===== src/rtl/lihsc_pkg.sv =====
// Shared types and widths for the heading and speed controller.
package lihsc_pkg;

  localparam int CFG_ADDR_W  = 3;
  localparam int CFG_DATA_W  = 24;
  localparam int IN_DATA_W   = 80;
  localparam int IN_USER_W   = 2;
  localparam int OUT_DATA_W  = 32;

  typedef enum logic [1:0] {
    OP_ATTITUDE  = 2'd0,
    OP_SPEED     = 2'd1,
    OP_REFERENCE = 2'd2,
    OP_TICK      = 2'd3
  } opcode_t;

  // Configuration register indexes; the last one is not backed by a register.
  typedef enum logic [CFG_ADDR_W-1:0] {
    REG_GAIN_HEADING     = 3'd0,
    REG_GAIN_TURN_RATE   = 3'd1,
    REG_GAIN_SURGE       = 3'd2,
    REG_GAIN_HEADING_INT = 3'd3,
    REG_GAIN_SURGE_INT   = 3'd4,
    REG_SMOOTHING_WEIGHT = 3'd5,
    REG_STEP_PERIOD      = 3'd6,
    REG_UNUSED           = 3'd7
  } reg_idx_t;

  // Operand pair for the shared multiplier.
  typedef enum logic [3:0] {
    M_NONE,
    M_TWOPI_TC,
    M_W_X,
    M_W1_S,
    M_PER_E0,
    M_PER_E1,
    M_GH_Y,
    M_GR_R,
    M_GHI_I0,
    M_GS_S,
    M_GSI_I1,
    M_PWM0,
    M_PWM1
  } mul_sel_t;

  typedef enum logic [1:0] {
    ACC_HOLD,
    ACC_LOAD,
    ACC_ADD
  } acc_op_t;

  // State update performed in this cycle.
  typedef enum logic [3:0] {
    W_NONE,
    W_TURN,
    W_UNWRAP,
    W_SMOOTH,
    W_REF,
    W_INT0,
    W_INT1,
    W_DIFF,
    W_FORCE,
    W_PWM0,
    W_OUT
  } wr_sel_t;

  typedef struct packed {
    logic     load_in;
    mul_sel_t mul_sel;
    acc_op_t  acc_op;
    wr_sel_t  wr_sel;
  } dp_cmd_t;

endpackage


===== src/rtl/lqr_integral_heading_speed_controller_unit.sv =====
// Top level of the LQR heading and speed controller with integral action.
//
//  channel | dir | handshake         | payload
//  --------+-----+-------------------+------------------------------------------
//  in_     | in  | in_tvalid/tready  | tuser: opcode; tdata: sensor/reference
//  out_    | out | out_tvalid/tready | tdata: pwm_first, pwm_second
//  cfg_    | in  | cfg_wr_en         | cfg_addr index, cfg_wdata value
//
// An input beat is taken only while the sequencer is idle; the item then runs
// through its attitude, speed, reference or tick steps on one shared 25x34
// multiplier, and the sequencer returns to idle after the last step.
// A tick that finds the output register still full holds in its last step.
// rst_n is synchronous and active low; it restores the default gains and
// clears the unwrap, smoothing, reference and integrator state.
module lqr_integral_heading_speed_controller_unit import lihsc_pkg::*; (
  input  logic                  clk,
  input  logic                  rst_n,
  input  logic                  in_tvalid,
  output logic                  in_tready,
  // [14:0] yaw_angle, [30:15] yaw_rate, [46:31] surge_speed,
  // [62:47] target_yaw, [78:63] target_speed, [79] zero
  input  logic [IN_DATA_W-1:0]  in_tdata,
  // [1:0] opcode
  input  logic [IN_USER_W-1:0]  in_tuser,
  output logic                  out_tvalid,
  input  logic                  out_tready,
  // [15:0] pwm_first, [31:16] pwm_second
  output logic [OUT_DATA_W-1:0] out_tdata,
  input  logic                  cfg_wr_en,
  input  logic [CFG_ADDR_W-1:0] cfg_addr,
  input  logic [CFG_DATA_W-1:0] cfg_wdata
);

  dp_cmd_t cmd;

  // Step sequencer: one state per datapath step, one output beat per tick.
  lihsc_ctrl u_ctrl (
    .clk        (clk),
    .rst_n      (rst_n),
    .in_tvalid  (in_tvalid),
    .in_opcode  (opcode_t'(in_tuser)),
    .in_tready  (in_tready),
    .out_tvalid (out_tvalid),
    .out_tready (out_tready),
    .cmd        (cmd)
  );

  // Arithmetic, state and config registers.
  lihsc_dp u_dp (
    .clk       (clk),
    .rst_n     (rst_n),
    .cmd       (cmd),
    .in_tdata  (in_tdata),
    .cfg_wr_en (cfg_wr_en),
    .cfg_addr  (cfg_addr),
    .cfg_wdata (cfg_wdata),
    .out_tdata (out_tdata)
  );

endmodule


===== src/rtl/lihsc_ctrl.sv =====
// Sequencer for the controller: steps the datapath through each item kind.
module lihsc_ctrl import lihsc_pkg::*; (
  input  logic    clk,
  input  logic    rst_n,
  input  logic    in_tvalid,
  input  opcode_t in_opcode,
  output logic    in_tready,
  output logic    out_tvalid,
  input  logic    out_tready,
  output dp_cmd_t cmd
);

  typedef enum logic [4:0] {
    ST_IDLE,
    ST_ATT0, ST_ATT1, ST_ATT2,
    ST_SPD0, ST_SPD1, ST_SPD2, ST_SPD3,
    ST_REF,
    ST_T0, ST_T1, ST_T2, ST_T3, ST_T4, ST_T5,
    ST_T6, ST_T7, ST_T8, ST_T9, ST_T10, ST_T11
  } state_t;

  state_t state_r;
  logic   out_valid_r;
  logic   out_valid_nxt;
  logic   emit_ok;

  assign in_tready  = (state_r == ST_IDLE);
  assign out_tvalid = out_valid_r;
  assign emit_ok    = !out_valid_r || out_tready;

  // Drop the beat once taken; raise it as a tick leaves its last step.
  always_comb begin
    out_valid_nxt = out_valid_r && !out_tready;
    if ((state_r == ST_T11) && emit_ok) begin
      out_valid_nxt = 1'b1;
    end
  end

  always_comb begin
    cmd = '{load_in: 1'b0, mul_sel: M_NONE, acc_op: ACC_HOLD, wr_sel: W_NONE};
    unique case (state_r)
      ST_IDLE: cmd.load_in = in_tvalid;
      ST_ATT0: cmd.wr_sel  = W_TURN;
      ST_ATT1: cmd.mul_sel = M_TWOPI_TC;
      ST_ATT2: cmd.wr_sel  = W_UNWRAP;
      ST_SPD0: cmd.mul_sel = M_W_X;
      ST_SPD1: begin
        cmd.mul_sel = M_W1_S;
        cmd.acc_op  = ACC_LOAD;
      end
      ST_SPD2: cmd.acc_op = ACC_ADD;
      ST_SPD3: cmd.wr_sel = W_SMOOTH;
      ST_REF:  cmd.wr_sel = W_REF;
      ST_T0:   cmd.mul_sel = M_PER_E0;
      ST_T1: begin
        cmd.mul_sel = M_PER_E1;
        cmd.wr_sel  = W_INT0;
      end
      ST_T2: begin
        cmd.mul_sel = M_GH_Y;
        cmd.wr_sel  = W_INT1;
      end
      ST_T3: begin
        cmd.mul_sel = M_GR_R;
        cmd.acc_op  = ACC_LOAD;
      end
      ST_T4: begin
        cmd.mul_sel = M_GHI_I0;
        cmd.acc_op  = ACC_ADD;
      end
      ST_T5: begin
        cmd.mul_sel = M_GS_S;
        cmd.acc_op  = ACC_ADD;
      end
      ST_T6: begin
        cmd.mul_sel = M_GSI_I1;
        cmd.acc_op  = ACC_LOAD;
        cmd.wr_sel  = W_DIFF;
      end
      ST_T7:  cmd.acc_op  = ACC_ADD;
      ST_T8:  cmd.wr_sel  = W_FORCE;
      ST_T9:  cmd.mul_sel = M_PWM0;
      ST_T10: begin
        cmd.mul_sel = M_PWM1;
        cmd.wr_sel  = W_PWM0;
      end
      ST_T11: if (emit_ok) begin
        cmd.wr_sel = W_OUT;
      end
      default: cmd.load_in = 1'b0;
    endcase
  end

  always_ff @(posedge clk) begin
    if (!rst_n) begin
      state_r     <= ST_IDLE;
      out_valid_r <= 1'b0;
    end else begin
      out_valid_r <= out_valid_nxt;
      unique case (state_r)
        ST_IDLE: if (in_tvalid) begin
          unique case (in_opcode)
            OP_ATTITUDE:  state_r <= ST_ATT0;
            OP_SPEED:     state_r <= ST_SPD0;
            OP_REFERENCE: state_r <= ST_REF;
            OP_TICK:      state_r <= ST_T0;
            default:      state_r <= ST_IDLE;
          endcase
        end
        ST_ATT0: state_r <= ST_ATT1;
        ST_ATT1: state_r <= ST_ATT2;
        ST_ATT2: state_r <= ST_IDLE;
        ST_SPD0: state_r <= ST_SPD1;
        ST_SPD1: state_r <= ST_SPD2;
        ST_SPD2: state_r <= ST_SPD3;
        ST_SPD3: state_r <= ST_IDLE;
        ST_REF:  state_r <= ST_IDLE;
        ST_T0:   state_r <= ST_T1;
        ST_T1:   state_r <= ST_T2;
        ST_T2:   state_r <= ST_T3;
        ST_T3:   state_r <= ST_T4;
        ST_T4:   state_r <= ST_T5;
        ST_T5:   state_r <= ST_T6;
        ST_T6:   state_r <= ST_T7;
        ST_T7:   state_r <= ST_T8;
        ST_T8:   state_r <= ST_T9;
        ST_T9:   state_r <= ST_T10;
        ST_T10:  state_r <= ST_T11;
        ST_T11: if (emit_ok) begin
          // Hold here until the output register is free.
          state_r <= ST_IDLE;
        end
        default: state_r <= ST_IDLE;
      endcase
    end
  end

endmodule


===== src/rtl/lihsc_dp.sv =====
// Datapath: config registers, controller state, shared multiplier and accumulator.
module lihsc_dp import lihsc_pkg::*; (
  input  logic                  clk,
  input  logic                  rst_n,
  input  dp_cmd_t               cmd,
  input  logic [IN_DATA_W-1:0]  in_tdata,
  input  logic                  cfg_wr_en,
  input  logic [CFG_ADDR_W-1:0] cfg_addr,
  input  logic [CFG_DATA_W-1:0] cfg_wdata,
  output logic [OUT_DATA_W-1:0] out_tdata
);

  localparam logic signed [23:0] GH_RST  = 24'sd509538;
  localparam logic signed [23:0] GR_RST  = 24'sd465736;
  localparam logic signed [23:0] GS_RST  = 24'sd363493;
  localparam logic signed [23:0] GHI_RST = -24'sd84668;
  localparam logic signed [23:0] GSI_RST = -24'sd72804;
  localparam logic [15:0]        W_RST   = 16'd655;
  localparam logic [15:0]        PER_RST = 16'd3277;

  localparam logic signed [16:0] PI_Q12     = 17'sd12868;
  localparam logic signed [24:0] TWO_PI_Q16 = 25'sd411775;
  localparam logic signed [24:0] SLOPE_POS  = 25'sd432826;
  localparam logic signed [24:0] SLOPE_NEG  = 25'sd561683;
  localparam logic signed [63:0] OFFSET_POS = 64'sd300719865856;  // 4588621 * 2^16
  localparam logic signed [63:0] OFFSET_NEG = 64'sd394861281280;  // 6025105 * 2^16
  localparam logic signed [63:0] S32_MAX    = 64'sd2147483647;
  localparam logic signed [63:0] S32_MIN    = -64'sd2147483648;
  localparam logic signed [63:0] S16_MAX    = 64'sd32767;
  localparam logic signed [63:0] S16_MIN    = -64'sd32768;
  localparam logic signed [63:0] TRUNC_BIAS = 64'sd4294967295;
  localparam logic signed [15:0] TC_MAX     = 16'sd32767;
  localparam logic signed [15:0] TC_MIN     = -16'sd32768;

  function automatic logic signed [31:0] sat32(input logic signed [63:0] v);
    logic signed [63:0] c;
    c = (v > S32_MAX) ? S32_MAX : ((v < S32_MIN) ? S32_MIN : v);
    return c[31:0];
  endfunction

  // Two-piece PWM fit, truncated toward zero, clamped to 16 bits.
  function automatic logic signed [15:0] pwm_fit(input logic signed [58:0] p,
                                                 input logic neg);
    logic signed [63:0] v;
    logic signed [63:0] q;
    logic signed [63:0] c;
    v = neg ? (64'(p) - OFFSET_NEG) : (64'(p) + OFFSET_POS);
    q = (v < 0) ? ((v + TRUNC_BIAS) >>> 32) : (v >>> 32);
    c = (q > S16_MAX) ? S16_MAX : ((q < S16_MIN) ? S16_MIN : q);
    return c[15:0];
  endfunction

  // Configuration.
  logic signed [23:0] gh_r, gr_r, gs_r, ghi_r, gsi_r;
  logic [15:0]        weight_r, period_r;

  // Latched input beat.
  logic signed [14:0] in_yaw_r;
  logic signed [15:0] in_rate_r, in_speed_r, in_tyaw_r, in_tspeed_r;

  // Controller state.
  logic signed [15:0] last_raw_r, turn_r, rate_r, ref0_r, ref1_r;
  logic signed [31:0] unwrap_r, smooth_r, int0_r, int1_r;

  // Working registers.
  logic signed [58:0] prod_r;
  logic signed [63:0] acc_r, diffr_r;
  logic signed [31:0] u0_r, u1_r;
  logic signed [15:0] pwm0_r, out_first_r, out_second_r;

  logic signed [24:0] mul_a;
  logic signed [33:0] mul_b;
  logic signed [33:0] err0, err1;
  logic signed [15:0] raw16;
  logic signed [16:0] yaw_diff;
  logic signed [15:0] turn_nxt;
  logic signed [63:0] prod_ext, sum0, sum1;

  assign out_tdata = {out_second_r, out_first_r};

  assign err0     = 34'($signed({ref0_r, 4'b0000})) - 34'(unwrap_r);
  assign err1     = 34'($signed({ref1_r, 4'b0000})) - 34'(smooth_r);
  assign raw16    = 16'(in_yaw_r);
  assign yaw_diff = 17'(raw16) - 17'(last_raw_r);
  assign prod_ext = 64'(prod_r);
  assign sum0     = -(diffr_r + acc_r);
  assign sum1     = diffr_r - acc_r;

  always_comb begin
    turn_nxt = turn_r;
    if (yaw_diff >= PI_Q12) begin
      if (turn_r != TC_MAX) turn_nxt = turn_r + 16'sd1;
    end else if (yaw_diff <= -PI_Q12) begin
      if (turn_r != TC_MIN) turn_nxt = turn_r - 16'sd1;
    end
  end

  always_comb begin
    mul_a = '0;
    mul_b = '0;
    unique case (cmd.mul_sel)
      M_TWOPI_TC: begin
        mul_a = TWO_PI_Q16;
        mul_b = 34'(turn_r);
      end
      M_W_X: begin
        mul_a = $signed({9'b0, weight_r});
        mul_b = 34'($signed({in_speed_r, 4'b0000}));
      end
      M_W1_S: begin
        mul_a = $signed({8'b0, 17'd65536 - {1'b0, weight_r}});
        mul_b = 34'(smooth_r);
      end
      M_PER_E0: begin
        mul_a = $signed({9'b0, period_r});
        mul_b = err0;
      end
      M_PER_E1: begin
        mul_a = $signed({9'b0, period_r});
        mul_b = err1;
      end
      M_GH_Y: begin
        mul_a = 25'(gh_r);
        mul_b = 34'(unwrap_r);
      end
      M_GR_R: begin
        mul_a = 25'(gr_r);
        mul_b = 34'($signed({rate_r, 4'b0000}));
      end
      M_GHI_I0: begin
        mul_a = 25'(ghi_r);
        mul_b = 34'(int0_r);
      end
      M_GS_S: begin
        mul_a = 25'(gs_r);
        mul_b = 34'(smooth_r);
      end
      M_GSI_I1: begin
        mul_a = 25'(gsi_r);
        mul_b = 34'(int1_r);
      end
      M_PWM0: begin
        mul_a = u0_r[31] ? SLOPE_NEG : SLOPE_POS;
        mul_b = 34'(u0_r);
      end
      M_PWM1: begin
        mul_a = u1_r[31] ? SLOPE_NEG : SLOPE_POS;
        mul_b = 34'(u1_r);
      end
      default: begin
        mul_a = '0;
        mul_b = '0;
      end
    endcase
  end

  // Config writes.
  always_ff @(posedge clk) begin
    if (!rst_n) begin
      gh_r     <= GH_RST;
      gr_r     <= GR_RST;
      gs_r     <= GS_RST;
      ghi_r    <= GHI_RST;
      gsi_r    <= GSI_RST;
      weight_r <= W_RST;
      period_r <= PER_RST;
    end else if (cfg_wr_en) begin
      unique case (cfg_addr)
        REG_GAIN_HEADING:     gh_r     <= $signed(cfg_wdata);
        REG_GAIN_TURN_RATE:   gr_r     <= $signed(cfg_wdata);
        REG_GAIN_SURGE:       gs_r     <= $signed(cfg_wdata);
        REG_GAIN_HEADING_INT: ghi_r    <= $signed(cfg_wdata);
        REG_GAIN_SURGE_INT:   gsi_r    <= $signed(cfg_wdata);
        REG_SMOOTHING_WEIGHT: weight_r <= cfg_wdata[15:0];
        REG_STEP_PERIOD:      period_r <= cfg_wdata[15:0];
        default:              gh_r     <= gh_r;
      endcase
    end
  end

  // Payload and working registers.
  always_ff @(posedge clk) begin
    if (cmd.load_in) begin
      in_yaw_r    <= $signed(in_tdata[14:0]);
      in_rate_r   <= $signed(in_tdata[30:15]);
      in_speed_r  <= $signed(in_tdata[46:31]);
      in_tyaw_r   <= $signed(in_tdata[62:47]);
      in_tspeed_r <= $signed(in_tdata[78:63]);
    end
    if (cmd.mul_sel != M_NONE) begin
      prod_r <= mul_a * mul_b;
    end
    unique case (cmd.acc_op)
      ACC_LOAD: acc_r <= prod_ext;
      ACC_ADD:  acc_r <= acc_r + prod_ext;
      default:  acc_r <= acc_r;
    endcase
    unique case (cmd.wr_sel)
      W_DIFF: diffr_r <= acc_r;
      W_FORCE: begin
        u0_r <= sat32((sum0 + 64'sd2048) >>> 12);
        u1_r <= sat32((sum1 + 64'sd2048) >>> 12);
      end
      W_PWM0: pwm0_r <= pwm_fit(prod_r, u0_r[31]);
      W_OUT: begin
        out_first_r  <= pwm0_r;
        out_second_r <= pwm_fit(prod_r, u1_r[31]);
      end
      default: pwm0_r <= pwm0_r;
    endcase
  end

  // Controller state updates.
  always_ff @(posedge clk) begin
    if (!rst_n) begin
      last_raw_r <= '0;
      turn_r     <= '0;
      rate_r     <= '0;
      ref0_r     <= '0;
      ref1_r     <= '0;
      unwrap_r   <= '0;
      smooth_r   <= '0;
      int0_r     <= '0;
      int1_r     <= '0;
    end else begin
      unique case (cmd.wr_sel)
        W_TURN: begin
          turn_r     <= turn_nxt;
          last_raw_r <= raw16;
          rate_r     <= in_rate_r;
        end
        W_UNWRAP: unwrap_r <= sat32(64'($signed({last_raw_r, 4'b0000})) - prod_ext);
        W_SMOOTH: smooth_r <= sat32((acc_r + 64'sd32768) >>> 16);
        W_REF: begin
          ref0_r <= in_tyaw_r;
          ref1_r <= in_tspeed_r;
        end
        W_INT0: int0_r <= sat32(64'(int0_r) + ((prod_ext + 64'sd32768) >>> 16));
        W_INT1: int1_r <= sat32(64'(int1_r) + ((prod_ext + 64'sd32768) >>> 16));
        default: turn_r <= turn_r;
      endcase
    end
  end

endmodule

===== config.mk =====
export PLATFORM = sky130hd
export DESIGN_NAME = lqr_integral_heading_speed_controller_unit
export DESIGN_NICKNAME = d
export VERILOG_FILES = /design/src/rtl/lihsc_pkg.sv /design/src/rtl/lqr_integral_heading_speed_controller_unit.sv /design/src/rtl/lihsc_ctrl.sv /design/src/rtl/lihsc_dp.sv
export SDC_FILE = /design/constraint.sdc
export NUM_CORES = 2
export LEC_CHECK = 0
export BUFFER_PORTS_ARGS = -buffer_cell sky130_fd_sc_hd__buf_2
export CAP_MARGIN = 0
export CORE_ASPECT_RATIO = 2
export CORE_MARGIN = 1.5
export CORE_UTILIZATION = 65
export DETAILED_ROUTE_END_ITERATION = 10
export PLACE_DENSITY_LB_ADDON = 0.15
export SLEW_MARGIN = 0
export SYNTH_ARGS = -nofsm -noshare
export SYNTH_HDL_FRONTEND = slang
export SYNTH_SLANG_ARGS = --single-unit

===== constraint.sdc =====
create_clock -name clk -period 14.2 [get_ports clk]
set_input_delay 0.71 -clock clk [delete_from_list [all_inputs] [get_ports clk]]
set_output_delay 0.71 -clock clk [all_outputs]
set_load 0.02 [all_outputs]

==> results.txt, run 1 <==
----------------------------------------------------
[Clocking]
  Number of buffers between clock root and the deepest sink ... 3
  Cell at the root of the clock tree ... clkbuf_16
  Number of clock sinks seen by CTS ... 743
  Post-CTS Resized ... 0
  Hold buffer count at CTS ... 0
  Number of buffers inserted during clock tree synthesis ... between 70 and 80
  Clock H-tree levels ... 3
  Post-CTS setup buffer count ... 0

[Global routing]
  Overall routing resource usage ... approximately two thirds
  Pin count of the biggest net entering global routing ... 101
  Overflow after GRT ... about 250
  First-pass GRT wire length ... about 700 mm
  Number of global-route vias before repair ... 95700

[Floorplan]
  Top-Level Pins ... 148
  Row count ... 190
  Die Span Y ... approximately 520 um
  Die boundary width ... ~260 um
  Initial Util ... 65.5%

[Status]
  Exit stage ... 5_1_grt
  Error msg ... [ERROR GRT-0116] Global routing finished with congestion. Check the congestion regions in the DRC Viewer.
  Outcome ... aborted with a tool error

[Logic synthesis]
  Post-synth net total ... between 10000 and 15000
  Post-synthesis cell type count ... between 100 and 150
  Mean post-synth cell area ... slightly above 8 sq um
  Most used flip-flop cell after synthesis ... edfxtp_1
  Count of flip-flops with a built-in enable after synthesis ... 378
  Cells after synthesis ... 10600
  Mapped Area ... just under 90000 sq um
  Synth warn ... 0
  Fraction of registers with async set/reset ... 0%
  Flip-flop and latch count after synthesis ... 743
  Share of the yosys chip area belonging to registers ... around a fifth

[Placed design]
  Placed wire-length estimate after detailed placement ... between 300 and 400 mm
  Count of buffers inserted at the top-level ports ... around 150
  Final estimated routing congestion in global placement ... approximately 1.2

----------------------------------------------------
-- metal layers --
metal | global-route usage [%] | GRT overflow
met4 | 75.2 | 119
met3 | 43.5 | 1
met5 | 11.5 | 0
met1 | 64.5 | 1
met2 | 92.0 | 126
-- synthesized netlist by cell type, types with 25 or more instances --
cell type  instances  share of area (%)
a221oi_1          46               0.46
a31oi_1           87               0.62
xor2_1           175                1.7
o21bai_1          68               0.58
nand3_1          274                1.6
clkbuf_1         411                1.8
nand2b_1          71               0.51
inv_1           1396                6.0
o221a_2           38               0.49
and4_1            28               0.28
buf_1             28               0.12
nand4_1          119               0.85
a21o_1           241                2.1
and3_1            97               0.69
nor2b_1           64               0.46
or3_1             64               0.46
a21oi_1          794                4.5
a222oi_1          45               0.51
a22oi_1           56               0.48
a22o_1            28               0.28
xnor2_1          425                4.2
mux2i_1           37               0.42
a211oi_1          53               0.45
dfxtp_1          365                8.3
o21ai_0          496                2.8
fa_1             855                 19
ha_1             708                 10
or4_1             28               0.24
nand2_1         1359                5.8
and2_1            66               0.47
edfxtp_1         378                 13
nor4_1            48               0.34
o21a_1            59               0.50
or2_2             25               0.18
o211ai_1          51               0.44
nor3_1           155               0.88
nor2_1           890                3.8
o31ai_1           27               0.23
-- kinds of logic after synthesis --
kind of cell	after synthesis	synth area share [%]
buffers and inverters	1880	8.11
adders and majority gates	1564	29.6
AOI/OAI and AO/OA	2354	17.2
xor gates and xnor gates	600	5.98
DFF	743	21.2
and+or+nand+nor	3374	17.4
muxes	44	0.511
-- stage by stage --
stage                     hold slack [ps]  cell area, sq um  setup slack, ps  instances
after CTS                             162             93300             1110      12300
after global placement                401             90700             1280      12100
after detailed placement              405             90700             1150      12100
after floorplan                       400             87800             2730      10600
==> inputs of run 2 (changes only) <==
--- a/config.mk
+++ b/config.mk
@@ -7,9 +7,8 @@
 export LEC_CHECK = 0
 export BUFFER_PORTS_ARGS = -buffer_cell sky130_fd_sc_hd__buf_2
 export CAP_MARGIN = 0
-export CORE_ASPECT_RATIO = 2
 export CORE_MARGIN = 1.5
-export CORE_UTILIZATION = 65
+export CORE_UTILIZATION = 40
 export DETAILED_ROUTE_END_ITERATION = 10
 export PLACE_DENSITY_LB_ADDON = 0.15
 export SLEW_MARGIN = 0
==> results.txt, run 2 <==
----------------------------------------------------
[Status]
  Outcome ... finished, final reports clean

[Layout]
  Leading cell type in the layout, fill and taps excluded ... inv_1
  Layout cells sized above 1 ... under 10%
  Largest regs ... u_dp.acc_r (64), u_dp.diffr_r (64), u_dp.prod_r (59)
  Layout Nets ... 12200
  Leading cell types in the layout, fill and taps excluded ... inv_1 (1394), nand2_1 (1358), nor2_1 (878)
  Signed area change from the synthesized netlist to the final layout ... 8.72%

[Floorplan]
  Row count ... 171 (-10%)
  Area enclosed by the die boundary ... 222000 sq um
  Top-Level Pins ... 148 (unchanged)
  Core footprint ... about 220000 sq um
  Initial Util ... 40.4% (-25 points)
  Die Span Y ... 472 um (-9.8%)
  Die boundary width ... 472 um (+79%)

[Timing]
  Setup repair after global routing missed its margin ... false
  Setup tns final ... 0 ps
  Worst setup margin ... 1090 ps
  Tightest Pin Transition ... about 1300 ps
  Post-route worst hold slack ... 104 ps
  Setup Skew ... 66.6 ps
  Achievable frequency ... between 70 and 80 MHz
  Minimum clock period after layout ... 13110 ps
  Final worst-path cycle share ... 92.3%
  Tightest slew margin relative to the limit ... about an eighth
  Max Transition Viols Final ... 0
  Final hold violation count ... 0
  Final number of setup-violating endpoints ... 0

[Global routing]
  Overflow after GRT ... 0
  Overall routing resource usage ... approximately 30%
  Pin count of the biggest net entering global routing ... slightly above 80
  Number of global-route vias before repair ... between 70000 and 80000
  Initial antenna violation count ... 17
  First-pass GRT wire length ... 505 mm

[Detailed routing]
  Detail-routed net length per standard cell ... 25.4 um
  First-pass detailed-route iteration total ... 7
  Number of vias per cell ... 5.80
  Number of DRC markers after the initial detailed-route iteration ... 7718
  Post-DRT Antenna Nets ... 0
  DRC violations left ... 0
  Final WL ... ~340 mm
  Total vias in the final route ... between 70000 and 80000

[Clocking]
  Post-CTS setup buffer count ... 0 (unchanged)
  Hold buffer count at CTS ... 0 (unchanged)
  Post-CTS Resized ... 0 (unchanged)
  Number of clock sinks seen by CTS ... 743 (unchanged)
  Cell at the root of the clock tree ... clkbuf_16
  Number of buffers between clock root and the deepest sink ... 3 (unchanged)
  Clock latency at the later pin of the worst-skew pair ... ~780 ps
  Clock H-tree levels ... 3 (unchanged)
  Number of buffers inserted during clock tree synthesis ... 94 (+25%)
  CTS tree ... done
  Clock Pin Slew Worst Setup and Hold Paths ... about 60 ps

[Min path]
  Number of cells on the worst hold path ... 1
  Classification of the worst-slack hold path ... input port to flop

[Setup path]
  Delay of the slowest cell on the worst path ... around 860 ps
  Arrival time of data at the critical path endpoint ... 13600 ps
  Cells on worst reg2reg path ... 40
  Worst setup path class ... flop to flop
  Critical path's slowest cell ... fa_1
  Number of logic stages on the critical path including buffering ... 40
  Kind of capture point of the worst setup path ... flop
  Startpoint types ... flop
  Top cell by count, worst path ... fa_1
  Buffers & Inverters on Critical Path ... 5
  Largest delay share family, worst path ... adder cells
  Required time at the endpoint of the critical path ... 14690 ps
  Largest driver fanout on the critical path ... 6

[Power and ir drop]
  Peak ir drop on the vdd network ... around 0.0001 V
  Pleak ... roughly 43 nW
  Power per unit of standard cell area ... ~150 nW/um^2

[Placed design]
  Placement Setup Slack ... 1300 ps (+155 ps)
  Placed wire-length estimate after detailed placement ... 270 mm (-11%)
  Count of buffers inserted at the top-level ports ... 146 (unchanged)
  Final estimated routing congestion in global placement ... 0.969 (-18%)

[Logic synthesis]
  Cells after synthesis ... 10600 (unchanged)
  Flip-flop and latch count after synthesis ... 743 (unchanged)
  Mean post-synth cell area ... 8.32 sq um (unchanged)
  Fraction of registers with async set/reset ... 0% (unchanged)
  Post-synth top area share ... 19.5% (unchanged)
  Post-synthesis cell type count ... 109 (unchanged)
  Synth warn ... 0 (unchanged)
  Largest cells by area after synthesis ... fa_1 (19%), edfxtp_1 (13%), ha_1 (10%)
  Largest area contributor in the netlist ... fa_1
  Post-synth net total ... 12200 (unchanged)
  Most used flip-flop cell after synthesis ... edfxtp_1
  Most used standard cells in the synthesized netlist ... inv_1 (1396), nand2_1 (1359), nor2_1 (890)
  Count of flip-flops with a built-in enable after synthesis ... 378 (unchanged)
  Share of the yosys chip area belonging to registers ... 21.2% (unchanged)
  Most common cell in the synthesized netlist ... inv_1
  Mapped Area ... 87800 sq um (unchanged)

[Flow run]
  Max Cap Viol ... 0

----------------------------------------------------
## run 2: cell counts after synthesis
Identical to the previous run, type by type.
## run 2: cells by family (layout without fill, tap and decap cells)
| family | Yosys count | after routing | share of synthesized area [%] |
|---|---|---|---|
| compound gates | 2354 | 2354 | 17.2 |
| simple gates | 3374 | 3374 | 17.4 |
| xor+xnor | 600 | 600 | 5.98 |
| flops | 743 | 743 | 21.2 |
| mux | 44 | 44 | 0.511 |
| other cells | 0 | 5 | 0 |
| fa+ha+maj | 1564 | 1564 | 29.6 |
| buf+inv | 1880 | 1900 | 8.11 |
## run 2: cell type report
class	instances	area, sq um
fill	21700	122000
multi-input combinational	7936	62500
sequential	743	18700
inverter	1413	5310
tap	2854	3570
clock buffer	125	2670
timing repair buffer	309	2020
clock inverter	53	772
antenna	5	12.5
## run 2: metal layers
layer / global-route usage, % / vias to the layer above / routed length [um]
met3: 4.88 / 529 / 25700
li1: - / 35600 / -
met2: 47.1 / 3126 / 150000
met5: 0 / - / 58
met1: 41.4 / 38600 / 149000
met4: 13.0 / 10 / 17200
## run 2: worst paths after layout
check / end / slack, ps / from
hold / removal: u_dp.in_rate_r[14] / 100 / in_tdata[29]
setup reg to reg: u_dp.prod_r[55] / 1090 / u_dp.unwrap_r[4]
setup / recovery: u_dp.prod_r[55] / 1090 / u_dp.unwrap_r[4]
hold reg to reg: u_dp.out_first_r[13] / 420 / u_dp.pwm0_r[13]
## run 2: report_power, final
| part | internal [mW] | switching, mW |
|---|---|---|
| sequential | 2.67 | 0.480 |
| combinational | 2.86 | 5.69 |
| clock | 1.60 | 1.10 |
| total | 7.14 | 7.27 |
## run 2: stage by stage
step                utilization (%)  area [sq um]  instances  power [mW]
finish                         43.9         95500      13400        14.4
global route                   43.9         95500      13400        15.3
CTS                            43.9         95500      13400        14.3
detailed placement             42.3         92000      13300        11.5
global placement               42.3         92000      13300        11.5
floorplan                         -         87800      10600        8.69
Note: power is estimated with default switching activity, not from simulation.
